===== src/rtl/core/assert_macros.svh =====
// ----------------------------------------------------------------------------
// Assertion macros
// Shared concurrent assertion forms, clocked on clk with arst_n as disable.
// ----------------------------------------------------------------------------
`ifndef ASSERT_MACROS_SVH
`define ASSERT_MACROS_SVH

// A condition that holds at every clock edge out of reset.
`define ASSERT_ALWAYS(lbl, cond, msg) \
	lbl: assert property (@(posedge clk) disable iff (!arst_n) (cond)) else $error(msg);

// A condition that, when true, implies another in the next cycle.
`define ASSERT_NEXT(lbl, ante, cons, msg) \
	lbl: assert property (@(posedge clk) disable iff (!arst_n) (ante) |=> (cons)) else $error(msg);

`endif


===== src/rtl/core/msble_pkg.sv =====
// ----------------------------------------------------------------------------
// msble_pkg
// Types and codes shared by the slot list engine modules.
// ----------------------------------------------------------------------------
package msble_pkg;

	// Width of fill counts and capacities.
	localparam int CNT_W = 5;

	typedef enum logic [2:0] {
		OP_CREATE = 3'd0,
		OP_APPEND = 3'd1,
		OP_DROP   = 3'd2,
		OP_DELETE = 3'd3,
		OP_READ   = 3'd4,
		OP_SORT   = 3'd5,
		OP_RESIZE = 3'd6,
		OP_COUNT  = 3'd7
	} op_t;

	typedef enum logic [3:0] {
		ST_OK          = 4'd0,
		ST_BAD_SLOT    = 4'd1,
		ST_EXISTS      = 4'd2,
		ST_BAD_SIZE    = 4'd3,
		ST_NO_MEMORY   = 4'd4,
		ST_FULL        = 4'd5,
		ST_NO_LIST     = 4'd6,
		ST_EMPTY       = 4'd7,
		ST_NOT_FOUND   = 4'd8,
		ST_BAD_NEWSIZE = 4'd9
	} status_t;

	typedef enum logic [2:0] {
		S_IDLE,
		S_DECODE,
		S_RD,
		S_EV,
		S_EMIT
	} fsm_t;

	// One slot table entry.
	typedef struct packed {
		logic             present;
		logic [CNT_W-1:0] cap;
		logic [CNT_W-1:0] fill;
	} slot_ent_t;

	// Write request to the slot table.
	typedef struct packed {
		logic      we;
		slot_ent_t ent;
	} slot_wr_t;

endpackage


===== src/rtl/core/msble_slots.sv =====
// ----------------------------------------------------------------------------
// msble_slots
// Per-slot table of presence, capacity and fill count, cleared by reset.
// ----------------------------------------------------------------------------
module msble_slots #(
	parameter int NUM_SLOTS = 10
) (
	input  logic                                           clk,
	input  logic                                           arst_n,
	input  logic [(NUM_SLOTS > 1 ? $clog2(NUM_SLOTS) : 1)-1:0] idx,
	input  msble_pkg::slot_wr_t                            wr,
	output msble_pkg::slot_ent_t                           ent
);

	localparam int SW = (NUM_SLOTS > 1) ? $clog2(NUM_SLOTS) : 1;

	msble_pkg::slot_ent_t tab_q [NUM_SLOTS];
	logic                 in_range;

	assign in_range = ({1'b0, idx} < (SW+1)'(NUM_SLOTS));

	// An index beyond the table reads as an absent slot.
	always_comb begin
		ent = '0;
		if (in_range) begin
			ent = tab_q[idx];
		end
	end

	// Table update.
	always_ff @(posedge clk or negedge arst_n) begin
		if (!arst_n) begin
			for (int k = 0; k < NUM_SLOTS; k++) begin
				tab_q[k] <= '0;
			end
		end else if (wr.we && in_range) begin
			tab_q[idx] <= wr.ent;
		end
	end

endmodule


===== config.mk =====
export PLATFORM = sky130hd
export DESIGN_NAME = msble_slots
export DESIGN_NICKNAME = d
export VERILOG_FILES = /design/src/rtl/core/assert_macros.svh /design/src/rtl/core/msble_pkg.sv /design/src/rtl/core/msble_slots.sv
export SDC_FILE = /design/constraint.sdc
export NUM_CORES = 1
export LEC_CHECK = 0
export ABC_CLOCK_PERIOD_IN_PS = 4600
export BUFFER_PORTS_ARGS = -buffer_cell sky130_fd_sc_hd__buf_4
export CORE_MARGIN = 5
export CORE_UTILIZATION = 45
export CTS_CLUSTER_DIAMETER = 150
export DETAILED_ROUTE_END_ITERATION = 6
export GPL_TIMING_DRIVEN = 0
export SLEW_MARGIN = 10
export SYNTH_ARGS = -nofsm -noshare
export SYNTH_HDL_FRONTEND = slang
export SYNTH_SLANG_ARGS = --single-unit

===== constraint.sdc =====
create_clock -name clk -period 4.6 [get_ports clk]
set_input_delay 0.92 -clock clk [delete_from_list [all_inputs] [get_ports clk]]
set_output_delay 0.92 -clock clk [all_outputs]
set_load 0.03 [all_outputs]

## After elaboration in Yosys (flattened, before gate mapping)

Index checks and enable logic that the tools add are counted.

| cells by class | value |
|---|---|
| $add $sub $neg | 0 |
| multipliers | 0 |
| div/mod/pow operators | 0 |
| magnitude comparators | 3 |
| equality and inequality tests | 0 |
| shifts and indexed selects | 0 |
| muxes and demuxes | 7 |
| bitwise gates (word level) | 1 |
| reductions and logical operators | 2 |

Operators with widths:

| cell | count |
|---|---|
| bitwise mux 110 bit | 1 |
| binary-select mux 11 bit (select 4 bit) | 1 |
| demux 11 bit (select 4 bit) | 1 |
| two-way mux 11 bit | 4 |
| >= comparator 5 bit (second input constant) | 1 |
| < comparator 5 x 1 -> 1 bit (second input constant) | 1 |
| NOT 4 -> 5 bit | 1 |
| < comparator 4 bit (second input constant) | 1 |
| logical AND 1 bit | 2 |

| word-level totals | value |
|---|---|
| bits in registers | 110 |
| latch bits | 0 |
| RAM bits | 0 |
| memory bits (read-only) | 0 |
| input bits | 18 |
| memories kept | 0 |

## Logic depth before layout (Yosys ltp)

| logic depth | value |
|---|---|
| depth after elaboration | 6 |
| gate-level depth with buffers | 5 |
| mapped depth without buffers | 3 |

## Worst setup path before layout

Ideal clock, no wire load.

| timing | value |
|---|---|
| path type | input to output |
| from | in idx[2] in the netlist's numbering |
| to | out ent[0] in the netlist's numbering |
| data arrival time | 2375 ps |
| path slack | 1305 ps |
| stages on the path | 4 |
| path buffers | 2 |
| path through | clkbuf_2 > or3b_1 > clkbuf_1 > o21ai_0 |

RTL lines:

| element | line | text |
|---|---|---|
| start: declaration | msble_slots.sv:10 | `input logic [(NUM_SLOTS > 1 ? $clog2(NUM_SLOTS) : 1)-1:0] idx,` |
| end: declaration | msble_slots.sv:12 | `output msble_pkg::slot_ent_t ent` |

==> flow_metrics.env <==
export IMPL_fmax_mhz=294
export IMPL_critPathMaxFanout=10
export IMPL_place_congestion=0.725
export IMPL_comb_power_share_pct=19.3
export IMPL_fp_dieW_um=116
export IMPL_clk_path_buf_depth=2
export IMPL_pin_count=29
export IMPL_fin_crit_sh_pct=73.9
export IMPL_synth_seq_cells=110
export IMPL_wirelength_um=11000
export IMPL_nets=368
export IMPL_top_register="tab_q"
export IMPL_cp_start_kind="input pin"
export IMPL_status="complete, no violations"
export IMPL_ys_types=24
export IMPL_cts_root_buffer="clkbuf_16"
export IMPL_intPower_mw=1.93
export IMPL_p_total_mw=2.58
export IMPL_placedCellCount=479
export IMPL_relSlewSlack_pct=32.1
export IMPL_antenna_found_initial=0
export IMPL_p_seq_share_pct=50.3
export IMPL_drt_iter0_markers=147
export IMPL_yosysSeqAreaShare_pct=54.6
export IMPL_post_drt_wl_per_cell_um=22.2
export IMPL_final_fill_count=954
export IMPL_syn_nets=344
export IMPL_drive_gt1_share_pct=51.0
export IMPL_max_stage_delay_ns=0.56
export IMPL_ff2ff_setup_slack_ns=3.83
export IMPL_cts_resized=0
export IMPL_die_h_um=116
export IMPL_drt_first_pass_iters=4
export IMPL_core_area_um2=10900
export IMPL_ir_drop_v=0.000271
export IMPL_p_sw_share_pct=25.2
export IMPL_ys_warn_count=0
export IMPL_grt_max_degree=111
export IMPL_htree_levels=3
export IMPL_p_per_area_nw_per_um2=458
export IMPL_vias=2802
export IMPL_post_synth_inst_count=326
export IMPL_finalClockSkew_ns=0
export IMPL_num_rows=38
export IMPL_whs_ns=0.490
export IMPL_cts_tree="built"
export IMPL_leakagePower_nw=2.40
export IMPL_clock_sinks=110
export IMPL_clkPwrFrac_pct=30.5
export IMPL_grtUsageTotal_pct=18.0
export IMPL_grt_pass1_wl_um=17600
export IMPL_place_ws_ns=1.21
export IMPL_portBuffers=13
export IMPL_hold_class="flip-flop to flip-flop"
export IMPL_placed_area_um2=5320
export IMPL_worst_pin_slew_ns=1.02
export IMPL_maxCapViolations=0
export IMPL_startpoint="idx[2]"
export IMPL_hold_buffers=0
export IMPL_finalMaxSlewViolations=0
export IMPL_setup_viol=0
export IMPL_final_area_um2=5620
export IMPL_dieArea_um2=13400
export IMPL_crit_chain="clkbuf_2 -> and2b_1 -> clkbuf_1 -> a22oi_1 -> o21ai_0 -> buf_4"
export IMPL_initial_utilization_pct=46.1
export IMPL_viasPerCell=5.66
export IMPL_final_cells=495
export IMPL_r2r_end="tab_q[9]$_DFFE_PN0P_"
export IMPL_clk_latency_ns=0.35
export IMPL_crit_slowest_cell="clkbuf_1"
export IMPL_crit_path_end="ent[1]"
export IMPL_worstSetupPathType="input pin to primary output"
export IMPL_clkSlewWorstSetupHoldPaths_ns=0.07
export IMPL_r2r_cells=1
export IMPL_end_kind="primary output"
export IMPL_grt_pass1_vias=3010
export IMPL_rsz0062_at_grt="false"
export IMPL_postLayoutCoreUtil_pct=51.4
export IMPL_rr_startpoint="tab_q[9]$_DFFE_PN0P_"
export IMPL_finalHoldViolations=0
export IMPL_dpl_hpwl_um=6740
export IMPL_switching_power_uw=649
export IMPL_cp_required_ns=3.68
export IMPL_reg_top3="tab_q x110"
export IMPL_ant_nets=0
export IMPL_mostFrequentLayoutCell="dfrtp_1"
export IMPL_syn_area_um2=5040
export IMPL_synthToLayoutAreaGrowth_pct=11.5
export IMPL_remaining_drc_errors=0
export IMPL_diodes=0
export IMPL_globalRouteOverflowTotal=0
export IMPL_timing_setup_tns_ns=0
export IMPL_min_period_ns=3.40
export IMPL_postCtsSetupRepairBufs=0
export IMPL_syn_mean_instance_area_um2=15.5
export IMPL_largest_reg_flops=110
export IMPL_final_cell_mix="dfrtp_1 (110), mux2_2 (107), mux4_2 (22), buf_4 (19)"
export IMPL_arrival_ns=2.48
export IMPL_cts_buffers=9
export IMPL_setup_slack_ns=1.20
-- layout make-up --
class / instances / area (um^2) / share of cell area [%]
Timing Repair Buffer: 13 / 101 / 1.80
Clock buffer: 12 / 246 / 4.38
Tap cell: 140 / 175 / 3.12
Buffer: 33 / 178 / 3.16
Multi-Input combinational cell: 183 / 2110 / 37.6
Clock inverter: 4 / 55.1 / 0.979
Sequential cell: 110 / 2750 / 49.0
-- cell families after synthesis --
family          share of synthesized area [%]
simple gates                             2.63
buf+inv                                  3.52
compound gates                           2.73
mux                                      36.6
flops                                    54.6
-- power groups by stage --
stage	Sequential (mW)	Combinational (mW)	Clock (mW)
floorplan	1.28	0.397	0
global placement	1.30	0.489	0
detailed placement	1.32	0.504	0
CTS	1.30	0.505	0.810
global route	1.32	0.543	0.848
finish	1.30	0.496	0.785
-- worst min-delay path by stage --
stage                               start                     to  slack [ns]  depth (start not counted)
floorplan           tab_q[76]$_DFFE_PN0P_  tab_q[76]$_DFFE_PN0P_        0.45                          1
global placement    tab_q[76]$_DFFE_PN0P_  tab_q[76]$_DFFE_PN0P_        0.47                          1
detailed placement  tab_q[76]$_DFFE_PN0P_  tab_q[76]$_DFFE_PN0P_        0.48                          1
CTS                 tab_q[76]$_DFFE_PN0P_  tab_q[76]$_DFFE_PN0P_        0.49                          1
global route        tab_q[76]$_DFFE_PN0P_  tab_q[76]$_DFFE_PN0P_        0.51                          1
finish              tab_q[76]$_DFFE_PN0P_  tab_q[76]$_DFFE_PN0P_        0.49                          1
-- worst max-delay path: cells and delay by family --
family | cells | cell delay (ns)
AND/OR/NAND/NOR | 1 | 0.24
AO/OA/AOI/OAI | 2 | 0.33
buffers and inverters | 3 | 0.99
-- cell usage after synthesis, drive strengths merged --
cell	instances	area [um^2]
clkbuf	4	16.3
nand3b	2	15.0
and2b	1	7.51
nor2	3	11.3
buf	29	161
or3b	1	8.76
o21ai	11	55.1
mux2	110	1240
nand2	3	11.3
nand2b	1	6.26
nor3	3	30.0
dfrtp	110	2750
nor4	1	12.5
nor3b	2	25.0
nand3	1	5.00
mux2i	11	110
mux4	22	495
a22oi	11	82.6
-- per-layer routing --
layer  wire length [um]  vias up  share of wire (%)  GRT usage [%]
li1                   -     1252                  -              -
met4                101        0               0.92           4.49
met2               5300       38                 48           28.2
met1               5260     1503                 48           25.6
met3                335        9                3.0           4.28
met5                  0        -                  0              0
(Power assumes the default switching activity.)
